**src/design/scan_sector_median_core_assert.svh**
```systemverilog
// ----------------------------------------------------------------------------
// Assertion macros for the scan sector median core
// Concurrent checks that compile away when ASSERT_OFF is defined.
// ----------------------------------------------------------------------------
`ifndef SCAN_SECTOR_MEDIAN_CORE_ASSERT_SVH
`define SCAN_SECTOR_MEDIAN_CORE_ASSERT_SVH

`ifndef ASSERT_OFF
// A property that must hold at every clock edge outside of reset.
`define SSM_ASSERT(lbl, clk, rstn, prop) \
  lbl: assert property (@(posedge clk) disable iff (!rstn) (prop)) \
    else $error("%m: check failed");
// A condition that must be followed by another one in the next cycle.
`define SSM_ASSERT_NEXT(lbl, clk, rstn, ante, cons) \
  lbl: assert property (@(posedge clk) disable iff (!rstn) (ante) |=> (cons)) \
    else $error("%m: check failed");
`else
`define SSM_ASSERT(lbl, clk, rstn, prop)
`define SSM_ASSERT_NEXT(lbl, clk, rstn, ante, cons)
`endif

`endif

```
**src/design/ssm_pkg.sv**
```systemverilog
// ----------------------------------------------------------------------------
// Scan sector median package
// Shared constants, types and helpers of the scan sector median core.
// ----------------------------------------------------------------------------
`default_nettype none

package ssm_pkg;

  localparam int unsigned HALF_WINDOW = 3;
  localparam int unsigned MAX_SCAN    = 4096;
  localparam int unsigned WIN_DEPTH   = 2 * HALF_WINDOW + 1;
  localparam int unsigned IDX_W       = $clog2(WIN_DEPTH);
  localparam int unsigned CNT_W       = $clog2(WIN_DEPTH + 1);
  localparam int unsigned POS_W       = $clog2(MAX_SCAN);
  localparam int unsigned LEN_W       = 13;
  localparam int unsigned DATA_W      = 16;
  localparam int unsigned NUM_SEC     = 3;

  localparam logic [DATA_W-1:0] NO_WALL_MM = DATA_W'(10000);

  typedef logic [1:0] sec_t;
  localparam sec_t SEC_FRONT = 2'd0;
  localparam sec_t SEC_LEFT  = 2'd1;
  localparam sec_t SEC_RIGHT = 2'd2;

  typedef logic [1:0] reg_idx_t;
  localparam reg_idx_t REG_SCAN_LEN = 2'd0;
  localparam reg_idx_t REG_MIN_MM   = 2'd1;
  localparam reg_idx_t REG_MAX_MM   = 2'd2;

  typedef logic [NUM_SEC-1:0][CNT_W-1:0] cnt_vec_t;

  // Write request from the sample capture to the sector stores.
  typedef struct packed {
    logic [NUM_SEC-1:0]            we;
    logic [NUM_SEC-1:0][IDX_W-1:0] addr;
    logic [DATA_W-1:0]             data;
  } wr_req_t;

  // Read request from the median sequencer to the sector stores.
  typedef struct packed {
    sec_t             sec;
    logic [IDX_W-1:0] addr_a;
    logic [IDX_W-1:0] addr_b;
  } rd_req_t;

  // A length of zero counts as one; anything above the maximum is clamped.
  function automatic logic [LEN_W-1:0] eff_length(input logic [LEN_W-1:0] raw);
    logic [LEN_W-1:0] res;
    res = raw;
    if (raw == '0) begin
      res = LEN_W'(1);
    end else if (raw > LEN_W'(MAX_SCAN)) begin
      res = LEN_W'(MAX_SCAN);
    end
    return res;
  endfunction

endpackage

`default_nettype wire

```
**src/design/ssm_store.sv**
```systemverilog
// ----------------------------------------------------------------------------
// Sector sample store
// Three small memories of kept samples, one write port per sector and two
// registered read ports into the sector chosen by the sequencer.
// ----------------------------------------------------------------------------
`default_nettype none

module ssm_store (
  input  logic                             clk_i,
  input  ssm_pkg::wr_req_t                 wr_i,
  input  ssm_pkg::rd_req_t                 rd_i,
  output logic [ssm_pkg::DATA_W-1:0]       rd_a_o,
  output logic [ssm_pkg::DATA_W-1:0]       rd_b_o
);
  import ssm_pkg::*;

  logic [DATA_W-1:0] mem_q [NUM_SEC][WIN_DEPTH];
  logic [DATA_W-1:0] rd_a_q;
  logic [DATA_W-1:0] rd_b_q;

  always_ff @(posedge clk_i) begin
    for (int s = 0; s < NUM_SEC; s++) begin
      if (wr_i.we[s]) begin
        mem_q[s][wr_i.addr[s]] <= wr_i.data;
      end
    end
    unique case (rd_i.sec)
      SEC_FRONT: begin
        rd_a_q <= mem_q[0][rd_i.addr_a];
        rd_b_q <= mem_q[0][rd_i.addr_b];
      end
      SEC_LEFT: begin
        rd_a_q <= mem_q[1][rd_i.addr_a];
        rd_b_q <= mem_q[1][rd_i.addr_b];
      end
      SEC_RIGHT: begin
        rd_a_q <= mem_q[2][rd_i.addr_a];
        rd_b_q <= mem_q[2][rd_i.addr_b];
      end
      default: begin
      end
    endcase
  end

  assign rd_a_o = rd_a_q;
  assign rd_b_o = rd_b_q;

endmodule

`default_nettype wire

```
**src/design/ssm_window.sv**
```systemverilog
// ----------------------------------------------------------------------------
// Sample capture
// Tracks the position in the scan, decides which sector windows a sample
// falls into and issues writes of in-band samples to the sector stores.
// ----------------------------------------------------------------------------
`default_nettype none
`include "scan_sector_median_core_assert.svh"

module ssm_window (
  input  logic                       clk_i,
  input  logic                       rst_ni,
  input  logic                       accept_i,
  input  logic [ssm_pkg::DATA_W-1:0] range_mm_i,
  input  logic [ssm_pkg::LEN_W-1:0]  len_i,
  input  logic [ssm_pkg::DATA_W-1:0] min_mm_i,
  input  logic [ssm_pkg::DATA_W-1:0] max_mm_i,
  output ssm_pkg::wr_req_t           wr_o,
  output logic                       last_o,
  output ssm_pkg::cnt_vec_t          cnt_next_o
);
  import ssm_pkg::*;

  logic [POS_W-1:0] pos_q;
  logic [POS_W-1:0] pos_d;
  cnt_vec_t         cnt_q;
  cnt_vec_t         cnt_d;

  logic [LEN_W-1:0] len_m1;
  logic [LEN_W-1:0] pos_ext;
  logic [LEN_W:0]   len_x3;
  logic [LEN_W-1:0] centre [NUM_SEC];
  logic [LEN_W-1:0] lo     [NUM_SEC];
  logic [LEN_W-1:0] hi     [NUM_SEC];
  logic             in_band;
  logic             last;

  always_comb begin
    len_m1  = len_i - LEN_W'(1);
    pos_ext = LEN_W'(pos_q);
    len_x3  = {len_i, 1'b0} + {1'b0, len_i};

    centre[0] = len_i >> 1;
    centre[1] = LEN_W'(len_x3 >> 2);
    centre[2] = len_i >> 2;

    in_band = (range_mm_i >= min_mm_i) && (range_mm_i <= max_mm_i);
    last    = pos_ext >= len_m1;

    wr_o.data = range_mm_i;
    for (int s = 0; s < NUM_SEC; s++) begin
      lo[s] = (centre[s] >= LEN_W'(HALF_WINDOW)) ? centre[s] - LEN_W'(HALF_WINDOW) : '0;
      hi[s] = centre[s] + LEN_W'(HALF_WINDOW);
      if (hi[s] > len_m1) begin
        hi[s] = len_m1;
      end
      wr_o.we[s]   = accept_i && in_band && (pos_ext >= lo[s]) && (pos_ext <= hi[s]) &&
                     (cnt_q[s] < CNT_W'(WIN_DEPTH));
      wr_o.addr[s] = cnt_q[s][IDX_W-1:0];
      cnt_d[s]     = cnt_q[s] + CNT_W'(wr_o.we[s]);
    end

    pos_d = last ? '0 : pos_q + POS_W'(1);
  end

  always_ff @(posedge clk_i or negedge rst_ni) begin
    if (!rst_ni) begin
      pos_q <= '0;
      cnt_q <= '0;
    end else if (accept_i) begin
      pos_q <= pos_d;
      cnt_q <= last ? '0 : cnt_d;
    end
  end

  assign last_o     = last;
  assign cnt_next_o = cnt_d;

  `SSM_ASSERT(a_counts_bounded, clk_i, rst_ni, (cnt_q[0] <= CNT_W'(WIN_DEPTH)) && (cnt_q[1] <= CNT_W'(WIN_DEPTH)) && (cnt_q[2] <= CNT_W'(WIN_DEPTH)))
  `SSM_ASSERT_NEXT(a_scan_restart, clk_i, rst_ni, accept_i && last, (pos_q == '0) && (cnt_q == '0))

endmodule

`default_nettype wire

```
**src/design/ssm_median.sv**
```systemverilog
// ----------------------------------------------------------------------------
// Median sequencer
// Finds the upper middle kept sample of each sector with one shared
// comparator: every candidate is ranked against all kept samples in turn.
// ----------------------------------------------------------------------------
`default_nettype none
`include "scan_sector_median_core_assert.svh"

module ssm_median (
  input  logic                       clk_i,
  input  logic                       rst_ni,
  input  logic                       go_i,
  input  ssm_pkg::cnt_vec_t          cnt_i,
  input  logic [ssm_pkg::DATA_W-1:0] rd_a_i,
  input  logic [ssm_pkg::DATA_W-1:0] rd_b_i,
  output ssm_pkg::rd_req_t           rd_o,
  output logic                       busy_o,
  output logic                       done_o,
  output logic [ssm_pkg::DATA_W-1:0] front_o,
  output logic [ssm_pkg::DATA_W-1:0] left_o,
  output logic [ssm_pkg::DATA_W-1:0] right_o
);
  import ssm_pkg::*;

  typedef enum logic [2:0] {
    S_IDLE,
    S_SEC,
    S_FETCH,
    S_CMP,
    S_ADV
  } state_e;

  state_e                          state_q;
  sec_t                            sec_q;
  logic [IDX_W-1:0]                i_q;
  logic [IDX_W-1:0]                j_q;
  logic [CNT_W-1:0]                lt_q;
  logic [CNT_W-1:0]                le_q;
  logic [CNT_W-1:0]                n_q;
  cnt_vec_t                        cnt_q;
  logic [NUM_SEC-1:0][DATA_W-1:0]  res_q;
  logic                            done_q;

  logic [CNT_W-1:0] lt_d;
  logic [CNT_W-1:0] le_d;
  logic [CNT_W-1:0] rank;
  logic [CNT_W-1:0] n_m1;
  logic             hit;
  logic             last_j;
  logic             last_i;

  // Sample b below a raises the rank floor of a; b at or below a raises its ceiling.
  always_comb begin
    lt_d   = lt_q + CNT_W'(rd_b_i < rd_a_i);
    le_d   = le_q + CNT_W'(rd_b_i <= rd_a_i);
    rank   = n_q >> 1;
    n_m1   = n_q - CNT_W'(1);
    hit    = (lt_d <= rank) && (rank < le_d);
    last_j = CNT_W'(j_q) == n_m1;
    last_i = CNT_W'(i_q) == n_m1;
  end

  always_ff @(posedge clk_i or negedge rst_ni) begin
    if (!rst_ni) begin
      state_q <= S_IDLE;
      sec_q   <= SEC_FRONT;
      i_q     <= '0;
      j_q     <= '0;
      lt_q    <= '0;
      le_q    <= '0;
      n_q     <= '0;
      cnt_q   <= '0;
      res_q   <= '0;
      done_q  <= 1'b0;
    end else begin
      done_q <= 1'b0;
      unique case (state_q)
        S_IDLE: begin
          if (go_i) begin
            cnt_q   <= cnt_i;
            sec_q   <= SEC_FRONT;
            state_q <= S_SEC;
          end
        end
        S_SEC: begin
          n_q  <= cnt_q[sec_q];
          i_q  <= '0;
          j_q  <= '0;
          lt_q <= '0;
          le_q <= '0;
          if (cnt_q[sec_q] == '0) begin
            res_q[sec_q] <= NO_WALL_MM;
            state_q      <= S_ADV;
          end else begin
            state_q <= S_FETCH;
          end
        end
        S_FETCH: begin
          state_q <= S_CMP;
        end
        S_CMP: begin
          if (last_j) begin
            if (hit || last_i) begin
              res_q[sec_q] <= rd_a_i;
              state_q      <= S_ADV;
            end else begin
              i_q     <= i_q + IDX_W'(1);
              j_q     <= '0;
              lt_q    <= '0;
              le_q    <= '0;
              state_q <= S_FETCH;
            end
          end else begin
            j_q     <= j_q + IDX_W'(1);
            lt_q    <= lt_d;
            le_q    <= le_d;
            state_q <= S_FETCH;
          end
        end
        S_ADV: begin
          if (sec_q == SEC_RIGHT) begin
            done_q  <= 1'b1;
            state_q <= S_IDLE;
          end else begin
            sec_q   <= sec_q + 2'd1;
            state_q <= S_SEC;
          end
        end
        default: begin
          state_q <= S_IDLE;
        end
      endcase
    end
  end

  assign rd_o.sec    = sec_q;
  assign rd_o.addr_a = i_q;
  assign rd_o.addr_b = j_q;
  assign busy_o      = state_q != S_IDLE;
  assign done_o      = done_q;
  assign front_o     = res_q[SEC_FRONT];
  assign left_o      = res_q[SEC_LEFT];
  assign right_o     = res_q[SEC_RIGHT];

  `SSM_ASSERT_NEXT(a_done_pulse, clk_i, rst_ni, done_q, !done_q)
  `SSM_ASSERT(a_idx_in_range, clk_i, rst_ni, (state_q == S_CMP) |-> ((CNT_W'(i_q) < n_q) && (CNT_W'(j_q) < n_q)))
  `SSM_ASSERT(a_rank_found, clk_i, rst_ni, (state_q == S_CMP && last_j && last_i) |-> hit)

endmodule

`default_nettype wire

```
**src/design/scan_sector_median_core.sv**
```systemverilog
// ----------------------------------------------------------------------------
// Scan sector median core
// Three-sector windowed median over one rangefinder scan, with an APB
// register port for the scan length and the accepted range band.
// ----------------------------------------------------------------------------
// Samples are taken one per cycle while busy is low: a request is accepted
// when start is high and busy is low. The last sample of a scan starts the
// median search, which holds busy high while a single comparator ranks each
// candidate against every kept sample of its sector, a sector keeping up to
// 7 samples. The three medians are then valid on front_mm_o, left_mm_o and
// right_mm_o while done_o is high for exactly one cycle, in the first cycle
// that busy is low again. The receiver cannot stall this output, so it must
// take the request in that cycle.
// ----------------------------------------------------------------------------
`default_nettype none

module scan_sector_median_core (
  input  logic        clk_i,
  input  logic        rst_ni,
  input  logic        psel,
  input  logic        penable,
  input  logic        pwrite,
  input  logic [3:0]  paddr,
  input  logic [31:0] pwdata,
  output logic [31:0] prdata,
  output logic        pready,
  input  logic        start,
  output logic        busy,
  input  logic [ssm_pkg::DATA_W-1:0] range_mm_i,
  output logic                       done_o,
  output logic [ssm_pkg::DATA_W-1:0] front_mm_o,
  output logic [ssm_pkg::DATA_W-1:0] left_mm_o,
  output logic [ssm_pkg::DATA_W-1:0] right_mm_o
);
  import ssm_pkg::*;

  logic [LEN_W-1:0]  scan_len_q;
  logic [DATA_W-1:0] min_mm_q;
  logic [DATA_W-1:0] max_mm_q;

  logic              reg_wr;
  reg_idx_t          reg_idx;
  logic [LEN_W-1:0]  len_eff;
  logic              accept;
  logic              last;
  logic              med_busy;
  wr_req_t           wr_req;
  rd_req_t           rd_req;
  cnt_vec_t          cnt_next;
  logic [DATA_W-1:0] rd_a;
  logic [DATA_W-1:0] rd_b;

  assign reg_wr  = psel && penable && pwrite;
  assign reg_idx = paddr[3:2];
  assign pready  = 1'b1;

  always_ff @(posedge clk_i or negedge rst_ni) begin
    if (!rst_ni) begin
      scan_len_q <= LEN_W'(360);
      min_mm_q   <= DATA_W'(120);
      max_mm_q   <= DATA_W'(3500);
    end else if (reg_wr) begin
      unique case (reg_idx)
        REG_SCAN_LEN: scan_len_q <= pwdata[LEN_W-1:0];
        REG_MIN_MM:   min_mm_q   <= pwdata[DATA_W-1:0];
        REG_MAX_MM:   max_mm_q   <= pwdata[DATA_W-1:0];
        default: begin
        end
      endcase
    end
  end

  always_comb begin
    unique case (reg_idx)
      REG_SCAN_LEN: prdata = 32'(scan_len_q);
      REG_MIN_MM:   prdata = 32'(min_mm_q);
      REG_MAX_MM:   prdata = 32'(max_mm_q);
      default:      prdata = '0;
    endcase
  end

  assign len_eff = eff_length(scan_len_q);
  assign busy    = med_busy;
  assign accept  = start && !med_busy;

  ssm_window u_window (
    .clk_i      (clk_i),
    .rst_ni     (rst_ni),
    .accept_i   (accept),
    .range_mm_i (range_mm_i),
    .len_i      (len_eff),
    .min_mm_i   (min_mm_q),
    .max_mm_i   (max_mm_q),
    .wr_o       (wr_req),
    .last_o     (last),
    .cnt_next_o (cnt_next)
  );

  ssm_store u_store (
    .clk_i  (clk_i),
    .wr_i   (wr_req),
    .rd_i   (rd_req),
    .rd_a_o (rd_a),
    .rd_b_o (rd_b)
  );

  ssm_median u_median (
    .clk_i   (clk_i),
    .rst_ni  (rst_ni),
    .go_i    (accept && last),
    .cnt_i   (cnt_next),
    .rd_a_i  (rd_a),
    .rd_b_i  (rd_b),
    .rd_o    (rd_req),
    .busy_o  (med_busy),
    .done_o  (done_o),
    .front_o (front_mm_o),
    .left_o  (left_mm_o),
    .right_o (right_mm_o)
  );

endmodule

`default_nettype wire
```
**config.mk**
```make
export PLATFORM = sky130hd
export DESIGN_NAME = scan_sector_median_core
export DESIGN_NICKNAME = d
export VERILOG_FILES = /design/src/design/ssm_pkg.sv /design/src/design/ssm_store.sv /design/src/design/ssm_window.sv /design/src/design/ssm_median.sv /design/src/design/scan_sector_median_core.sv
export VERILOG_INCLUDE_DIRS = /design/src /design/src/design
export SDC_FILE = /design/constraint.sdc
export NUM_CORES = 1
export LEC_CHECK = 0
export BUFFER_PORTS_ARGS = -buffer_cell sky130_fd_sc_hd__buf_2
export CAP_MARGIN = 25
export CORE_UTILIZATION = 23
export DETAILED_ROUTE_END_ITERATION = 16
export SLEW_MARGIN = 20
export SYNTH_ARGS = -nofsm -noshare
export SYNTH_HDL_FRONTEND = slang
export SYNTH_SLANG_ARGS = --single-unit
export TNS_END_PERCENT = 30
```
**constraint.sdc**
```tcl
create_clock -name clk_i -period 8.25 [get_ports clk_i]
set_input_delay 1.2375 -clock clk_i [delete_from_list [all_inputs] [get_ports clk_i]]
set_output_delay 1.2375 -clock clk_i [all_outputs]
set_load 0.03 [all_outputs]
```
==> flow_results.org, run 1 <==
** Status
- The run finished with clean final reports.

** Place
- At the end of routability-driven placement, the weighted congestion stood at 0.843.
- Buffers placed on the I/O ports in this run total 105.
- DP HPWL :: 57500 um

** Pwr
- Net Sw Power :: 5.26 mW
- VDD sags by at most 0.000301 V.
- For this design the ratio of total power to cell area is 350 mW/mm^2.
- Net switching is 43.1% of the power.
- Portion of total power attributed to combinational logic :: 51.8%
- Of the total power, the clock network draws 19.3%.
- Sequential fraction of design power :: 28.8%
- The internal power of the cells totals 6.95 mW.
- Lkg Pwr :: 13.1 nW

** Final layout
- Ratio of cells with drive above 1 in the final layout :: 18.2%
- FF+latch area :: 0.0147 sq mm
- From synthesis to final layout, the design area changed by 14.9%.
- Post-layout util :: 26.8%
- The final layout contains 2983 nets.
- After filler insertion, the fill cell instance count of the layout stands at 13.6k.
- Area used by multi-input combinational logic :: 0.0148 sq mm

** Route
- Using the TritonRoute via totals, the vias-per-cell ratio works out to 4.77.
- Via Count :: 21.4k
- Average routed wire per standard cell :: 18.8 um
- Router iterations before antenna repair :: 5
- For this block, the initial DRC count from the detailed router was 1642.
- For this block, the routed nets add up to 84100 um of wire.
- Antenna-violating nets left :: 0
- DRC violation count after routing :: 0

** Timing
- Min Clock Period, post-route :: 7.66 ns
- Summed over all failing endpoints, the final setup total negative slack is 0 ns.
- Setup violations remaining at the end of the flow were counted as 0.
- Measured against its own limit, the worst slew margin works out to 36.5%.
- Across all hold checks on the routed design, the worst slack comes to 0.497 ns.
- Tcrit/Tclk final :: 92.8%
- Maximum clock rate :: 131 MHz
- Final Hold Fails :: 0
- Worst Clk Skew :: 0.0375 ns
- Slew Viols, Final :: 0
- Setup repair after global routing missed its margin :: false
- For the pin with the worst max-slew slack, the measured transition is 0.952 ns.

** Global routing
- The first global-routing pass estimated 127000 um of wire.
- Initial antenna violation count :: 8
- The number of global-route vias before repair came to 20.8k.
- Across every metal layer, demand over resource in global routing totals 12.4%.
- Largest net degree at the start of global routing :: 79
- After global routing the overflow that remains totals 0.

** Critical path
- Among the stages of the critical path, the cell type that occurs most often is sky130_fd_sc_hd__ha_1.
- Crit-path max FO :: 8
- By startpoint and endpoint, the worst setup path is classified as reg2reg.
- For the worst setup path, the data required time is 8.75 ns.
- Delay of the slowest cell on the worst path :: 0.59 ns
- The slowest stage of the critical path belongs to the cell sky130_fd_sc_hd__dfstp_2.
- STA classifies the critical path startpoint as a flop.
- Nature of the critical path endpoint :: flop
- Data arrives at the worst endpoint at 8.16 ns.

** Floorplan
- Top-level I/O count :: 141
- For this configuration, the core starts out at a cell density of 23.3%.
- The core region is 0.130 sq mm.
- The floorplan step set the die width to 365 um.
- The floorplan step set the die height to 365 um.
- In this run the core area contains 132 standard-cell rows.
- The die covers 0.133 sq mm.

** Clock tree
- Resized Gates After CTS :: 0
- The number of hold buffers added after CTS was 0.
- Clock latency on the worst-skew pair, taken at its later pin, is 0.63 ns.
- The tree is rooted in a sky130_fd_sc_hd__clkbuf_16.
- Clock transition at the registers of the reported paths :: 0.06 ns
- For this design, the sink count on the clock tree is 512.
- CTS tree :: built
- Number of buffers inserted to repair setup after CTS :: 0
- Number of levels in the clock H-tree :: 2
- Maximum buffer depth of the clock tree :: 3
- CTS buffer count :: 52

** Logic synthesis
- Summing the sequential cell areas from Yosys gives 48.4% of the chip area.
- Post-synthesis xor/xnor area fraction :: 2.71%
- Share of synthesized flip-flops with an asynchronous set or reset :: 28.1%
- The portion of synthesized area spent on multiplexers is 14.6%.
- By area, the combinational part of the netlist is dominated by multiplexers.
- Per-instance average area after synthesis :: 11.7 sq um
- For this run, the number of Yosys warnings is 0.
- Summing every instance area after synthesis gives 0.0303 sq mm.
- Simple-gate portion of the synthesized area :: 9.47%
- Number of flops mapped to enable cells by yosys :: 368
- For this run, the leading register cell type out of synthesis is sky130_fd_sc_hd__edfxtp_1.
- Cell variety after synth :: 80
- Summing the areas of all compound-gate instances in the mapped netlist gives 11.9% of the synthesized area.
- The cell count after synthesis came out at 2599.
- Number of synthesized register bits :: 512
- After Yosys synthesis, full adders, half adders and majority gates account for 9.47% of the synthesized area.

** Min path
- Tightest Hold Check Type :: reg2reg

** Run
- Max-cap violation count :: 0
[path summary, 6_finish.rpt]
check,cells past startpoint,endpoint,slack [ns],startpoint
max,30,u_median.cnt_q[4]$_DFFE_PN0P_,0.59,scan_len_q[3]$_DFFE_PN1P_
min,1,u_median.right_o[6]$_DFFE_PN0P_,0.50,u_median.right_o[6]$_DFFE_PN0P_
max reg2reg,30,u_median.cnt_q[4]$_DFFE_PN0P_,0.59,scan_len_q[3]$_DFFE_PN1P_
min reg2reg,1,u_median.right_o[6]$_DFFE_PN0P_,0.50,u_median.right_o[6]$_DFFE_PN0P_
max in group asynchronous,2,max_mm_q[14]$_DFFE_PN0P_,6.10,rst_ni
min in group asynchronous,1,u_median.front_o[1]$_DFFE_PN0P_,0.65,rst_ni
[cells in the final DEF (no fill, tap or decap), drive strengths merged, types with 90 or more instances in the layout]
cell,n
ha,228
inv,102
mux2i,140
mux4,96
nand2,301
nor2,98
dfrtp,129
edfxtp,368
a21oi,90
o21ai,237
buf,189
[registers in the layout, summed over array words and instances, names as in the netlist]
signal and flops:
scan_len_q 13, u_store.mem_q 336, u_median.done_o 1, u_store.rd_b_o 16, max_mm_q 16, u_median.front_o 16
u_median.i_q 3, u_median.right_o 16, min_mm_q 16, u_median.le_q 3, u_window.wr_o 9, u_median.n_q 3
u_median.state_q 3, u_median.sec_q 2, u_median.lt_q 3, u_median.left_o 16, u_median.cnt_q 9, u_store.rd_a_o 16
u_window.pos_q 12, u_median.j_q 3
[layer usage]
layer	track usage [%]	vias up	wire, um
li1	-	9916	-
met1	17.9	10607	39600
met2	18.9	734	36600
met3	2.06	119	5940
met4	3.49	8	1860
met5	0	-	48
[synth_stat cells (4+ instances only)]
cell                        instances  area, sq um
sky130_fd_sc_hd__a21o_1            36          270
sky130_fd_sc_hd__nand2_1          297         1110
sky130_fd_sc_hd__and4b_1            4         40.0
sky130_fd_sc_hd__dfstp_2           15          394
sky130_fd_sc_hd__nor3_1            22          110
sky130_fd_sc_hd__a22oi_1           61          458
sky130_fd_sc_hd__a22o_1            16          140
sky130_fd_sc_hd__buf_2              5         25.0
sky130_fd_sc_hd__a211o_1            5         43.8
sky130_fd_sc_hd__nor2b_1           38          238
sky130_fd_sc_hd__inv_1             99          372
sky130_fd_sc_hd__xor2_1            16          140
sky130_fd_sc_hd__or4_1              4         30.0
sky130_fd_sc_hd__o21ai_0          234         1170
sky130_fd_sc_hd__a31oi_1            7         43.8
sky130_fd_sc_hd__nand2b_1          21          131
sky130_fd_sc_hd__o211ai_1          26          195
sky130_fd_sc_hd__nor4_1             7         43.8
sky130_fd_sc_hd__nand2_2            4         25.0
sky130_fd_sc_hd__a21oi_1           90          450
sky130_fd_sc_hd__nor2_1            98          368
sky130_fd_sc_hd__ha_1             228         2850
sky130_fd_sc_hd__mux2i_1          140         1400
sky130_fd_sc_hd__buf_4             17          128
sky130_fd_sc_hd__o2111ai_1          5         43.8
sky130_fd_sc_hd__mux4_2            96         2160
sky130_fd_sc_hd__nand3_1           31          155
sky130_fd_sc_hd__a21boi_0           5         37.5
sky130_fd_sc_hd__nand4_1           26          163
sky130_fd_sc_hd__mux2_2            76          856
sky130_fd_sc_hd__buf_1             30          113
sky130_fd_sc_hd__dfrtp_1          129         3230
sky130_fd_sc_hd__edfxtp_1         368        11100
sky130_fd_sc_hd__and3_1            15         93.8
sky130_fd_sc_hd__clkbuf_1         109          409
sky130_fd_sc_hd__xnor2_1           76          666
sky130_fd_sc_hd__and4_1             7         61.3
sky130_fd_sc_hd__o21a_1            11         82.6
sky130_fd_sc_hd__or3_1              4         25.0
sky130_fd_sc_hd__and2_1             9         56.3
sky130_fd_sc_hd__a211oi_1          49          368
sky130_fd_sc_hd__nor3b_1            5         37.5
[cell type report]
| type | instances | share of cell area [%] |
|---|---|---|
| diodes | 1 | 0.00718 |
| clock buffers | 66 | 3.95 |
| clock inverters | 29 | 0.808 |
| inverters | 100 | 1.08 |
| multi-input cells | 1841 | 42.4 |
| flip-flops and latches | 512 | 42.1 |
| well taps | 1742 | 6.25 |
| repair buffers | 189 | 3.33 |
[through the flow]
stage               setup slack (ns)  std cells  area, sq um  power [mW]
global placement               0.321       4384        33200        9.74
CTS                            0.204       4479        34800        12.2
detailed placement             0.246       4384        33200        9.84
finish                         0.591       4480        34900        12.2
floorplan                      0.282       2616        30400        7.87
global route                  0.0967       4480        34900        13.0
[power by group through the flow]
stage	clock network (mW)	logic, mW	registers [mW]
final	2.36	6.33	3.52
after global routing	2.52	6.96	3.57
after CTS	2.42	6.29	3.52
after detailed placement	0	6.26	3.58
after global placement	0	6.18	3.57
after floorplan	0	4.33	3.53
[kinds of logic after synthesis]
group,count (synthesis)
AO/OA/AOI/OAI,577
XOR/XNOR,93
adder cells (fa/ha/maj),229
buffers and inverters,263
flip-flops,512
multiplexers,312
other,2
AND/OR/NAND/NOR,611
[critical path: cells and delay by family, from the launching register on]
family | cells | cell delay [ns]
AND/OR/NAND/NOR | 8 | 1.55
flip-flops | 1 | 0.59
buffers and inverters | 1 | 0.23
AO/OA/AOI/OAI | 12 | 2.79
adder cells (fa/ha/maj) | 6 | 1.80
XOR/XNOR | 1 | 0.21
multiplexers | 2 | 0.36
Note: power is estimated with default switching activity, not from simulation.
==> run 2, diff against run 1 <==
--- a/config.mk
+++ b/config.mk
@@ -13,5 +13,6 @@
 export SLEW_MARGIN = 20
 export SYNTH_ARGS = -nofsm -noshare
 export SYNTH_HDL_FRONTEND = slang
+export SYNTH_HIERARCHICAL = 1
 export SYNTH_SLANG_ARGS = --single-unit
 export TNS_END_PERCENT = 30
==> flow_results.org, run 2 <==
** Floorplan
- Initial core utilization :: 23.2%
- Full die area :: 0.137 sq mm
- Measured along the y axis, the die boundary spans 370 um.
- The floorplan has 134 rows.
- In this run the count of I/O pins placed on the die edge is 141.
- Die span in x :: 370 um
- Area of the core :: 0.134 sq mm

** Logic synthesis
- Main flop type after synthesis :: sky130_fd_sc_hd__edfxtp_1
- Multiplexer fraction of the synthesized cell area :: 13.7%
- Share of synthesized flip-flops with an asynchronous set or reset :: 28.1%
- Summing the areas of all compound-gate instances in the mapped netlist gives 12.7% of the synthesized area.
- Number of flops mapped to enable cells by yosys :: 368
- The synthesized design spends more area on one cell type than any other, namely sky130_fd_sc_hd__edfxtp_1.
- Per-instance average area after synthesis :: 12.1 sq um
- Post-synthesis xor/xnor area fraction :: 2.64%
- After synthesis, the largest family of logic cells by area is multiplexers.
- The share of synthesized area in the top cell type comes to 35.6%.
- Ranked by total cell area, the synthesized netlist is headed by sky130_fd_sc_hd__edfxtp_1 (36%), sky130_fd_sc_hd__dfrtp_1 (10%), sky130_fd_sc_hd__ha_1 (9.2%), sky130_fd_sc_hd__mux2i_1 (6.7%), sky130_fd_sc_hd__mux4_2 (4.3%).
- Fraction of the yosys area taken by sequential cells :: 47.2%
- Most common library cells after synthesis :: sky130_fd_sc_hd__edfxtp_1 (368), sky130_fd_sc_hd__ha_1 (229), sky130_fd_sc_hd__mux2i_1 (207), sky130_fd_sc_hd__inv_1 (151), sky130_fd_sc_hd__nor2_1 (135)
- Number of synthesized register bits :: 512
- Synthesis produced 2578 cells.
- The mapped netlist covers 0.0311 sq mm.
- Counting distinct cell types in the post-synthesis netlist gives 95.
- Warnings, synthesis :: 6
- The synthesized netlist devotes 8.92% of its cell area to simple gates.
- Adder-cell share of the synthesized area :: 9.29%
- Leading cell type by number of instances after synthesis :: sky130_fd_sc_hd__edfxtp_1

** Global routing
- The number of global-route vias before repair came to 21.0k.
- Global routing consumed, over all layers together, 12.7% of the routing resources.
- The first global-routing pass estimated 133000 um of wire.
- The number of antenna violations at the first check in global routing was 2.
- Global route overflow :: 0
- Entering global routing, the biggest net connects 90 pins.

** Clock tree
- CTS tree :: built
- Clock tree root driver cell :: sky130_fd_sc_hd__clkbuf_16
- Number of levels in the clock H-tree :: 2
- Clock transition at the registers of the reported paths :: 0.06 ns
- Clk sink count :: 512
- In this run, post-CTS hold repair placed 0 buffers.
- CTS buffer count :: 53
- Maximum buffer depth of the clock tree :: 3
- Worst skew pair latency :: 0.62 ns

** Critical path
- The worst setup path is launched from a flop.
- Nature of the critical path endpoint :: flop
- Together, buffers and inverters on the worst path number 3.
- Delay of the slowest cell on the worst path :: 0.60 ns
- Arr. time, crit path :: 8.01 ns
- Along the worst path, the maximum fanout reaches 16.
- On the critical path the largest part of the delay comes from compound AO/OA/AOI/OAI gates.
- Slowest-stage cell, CP :: sky130_fd_sc_hd__dfstp_2
- By startpoint and endpoint, the worst setup path is classified as reg2reg.
- Required time of the critical path :: 8.54 ns

** Timing
- Final setup vio count :: 0
- For the final routed database, the setup TNS stands at 0 ns.
- Hold is met by 0.499 ns.
- For the final database, setup skew stands at 0.0409 ns.
- Smallest setup slack after layout :: 0.535 ns
- Max-Slew Margin vs Limit :: 26.6%
- The smallest clock period supported by the final layout is computed as 7.71 ns.
- The count of final max-slew check failures was 0.
- Derived from the worst setup path, the maximum achievable clock frequency is 130 MHz.
- The hold violation count in the final report was 0.
- At the pin with the least slew margin, the transition time is 1.10 ns.
- Tcrit/Tclk final :: 93.5%

** Route
- The detailed router finished its first iteration with 1400 violations.
- Dividing the detail-routed via count by the number of cells gives 4.79.
- The count of nets left with antenna violations once routing finished came out at 0.
- Via Count :: 21.4k
- DRC violation count after routing :: 8
- The routed design has 88500 um of wire.
- Router iterations before antenna repair :: 11
- Average routed wire per standard cell :: 19.8 um

** Pwr
- Areal power density over the cells :: 324 mW/mm^2
- Lkg Pwr :: 14.2 nW
- Worst-case vdd ir drop :: 0.000192 V

** Final layout
- Final design area excluding fillers :: 0.0354 sq mm
- Leading cell types in the layout, fill and taps excluded :: sky130_fd_sc_hd__edfxtp_1 (368), sky130_fd_sc_hd__ha_1 (229), sky130_fd_sc_hd__mux2i_1 (207), sky130_fd_sc_hd__inv_1 (151), sky130_fd_sc_hd__nor2_1 (134)
- Flip-flop count of the largest register after layout :: 336
- In the final design database the tool counted 2950 nets.
- From synthesis to final layout, the design area changed by 13.8%.
- Leaving out fill and tap cells, the most frequent cell in the layout is sky130_fd_sc_hd__edfxtp_1.
- Post-layout util :: 26.4%
- In the final layout, the share of cells above drive strength 1 is 16.6%.

** Status
- The final reports fail on design-rule violations.
- The flow ran to the end, but the final reports show violations.

** Run
- Max-cap violation count :: 0

** Place
- The wire-length estimate of the detail-placed layout is 61800 um.
- Placer's final routability congestion estimate :: 0.869
- Buffers on Ports :: 105
- Setup WS pre-CTS :: 0.274 ns
- The placed instances occupy a cell area of 0.0336 sq mm.

** Min path
- Tightest Hold Check Type :: reg2reg
[run 2: cell types whose count changed after synthesis, moves of 52 or more]
cell,change
sky130_fd_sc_hd__nand3_1,+68
sky130_fd_sc_hd__a2bb2oi_1,+62
sky130_fd_sc_hd__a211o_1,+65
sky130_fd_sc_hd__nand2_1,-169
sky130_fd_sc_hd__o21ai_0,-167
sky130_fd_sc_hd__clkbuf_1,-53
sky130_fd_sc_hd__inv_1,+52
sky130_fd_sc_hd__mux2i_1,+67
[run 2: worst paths after layout]
check | slack, ns | startpoint | end | cells after the start
max | 0.54 | scan_len_q[3]$_DFFE_PN1P_ | u_store/mem_q[0][158]$_DFFE_PP_ | 30
min | 0.50 | u_median/left_o[11]$_DFFE_PN0P_ | u_median/left_o[11]$_DFFE_PN0P_ | 1
max reg2reg | 0.54 | scan_len_q[3]$_DFFE_PN1P_ | u_store/mem_q[0][158]$_DFFE_PP_ | 30
min reg2reg | 0.50 | u_median/left_o[11]$_DFFE_PN0P_ | u_median/left_o[11]$_DFFE_PN0P_ | 1
max in group asynchronous | 6.17 | rst_ni | min_mm_q[0]$_DFFE_PN0P_ | 2
min in group asynchronous | 0.70 | rst_ni | u_window/wr_o[18]$_DFFE_PN0P_ | 1
[run 2: metrics by stage]
step | cells | total power [mW]
2_1_floorplan | 2593 | 7.52
3_3_place_gp | 4372 | 9.03
3_5_place_dp | 4373 | 9.11
4_1_cts | 4470 | 11.5
5_1_grt | 4472 | 12.2
6_report | 4473 | 11.4
[run 2: per-layer routing]
metal  wire length, um  vias to the layer above  global-route usage, %
met2             41100                      580                   20.4
met3              5450                       99                   2.29
met1             40000                    10813                   17.4
met5                13                        -                      0
met4              1900                        2                   3.44
li1                  -                     9923                      -
[run 2: kinds of logic after synthesis]
family / after synthesis
compound gates: 524
xor+xnor: 91
fa+ha+maj: 230
buf+inv: 330
flops: 512
mux: 330
other cells: 2
simple gates: 559
[run 2: final cells by class]
cell class / count / area (sq um)
fill: 13972 / 98400
multi-input combinational: 1752 / 14800
sequential: 512 / 14700
tap: 1768 / 2210
clock buffer: 70 / 1460
timing repair buffer: 187 / 1370
inverter: 156 / 586
clock inverter: 27 / 229
antenna: 1 / 2.50
[run 2: what timing repair did]
item	4_1_cts	5_1_grt
endpoints found under the setup margin	0	118
gates resized for setup	0	4
buffers inserted	0	1
[run 2: power breakdown]
part / switching, mW / internal (mW)
registers: 0.421 / 3.15
logic: 3.33 / 2.21
clock network: 1.03 / 1.31
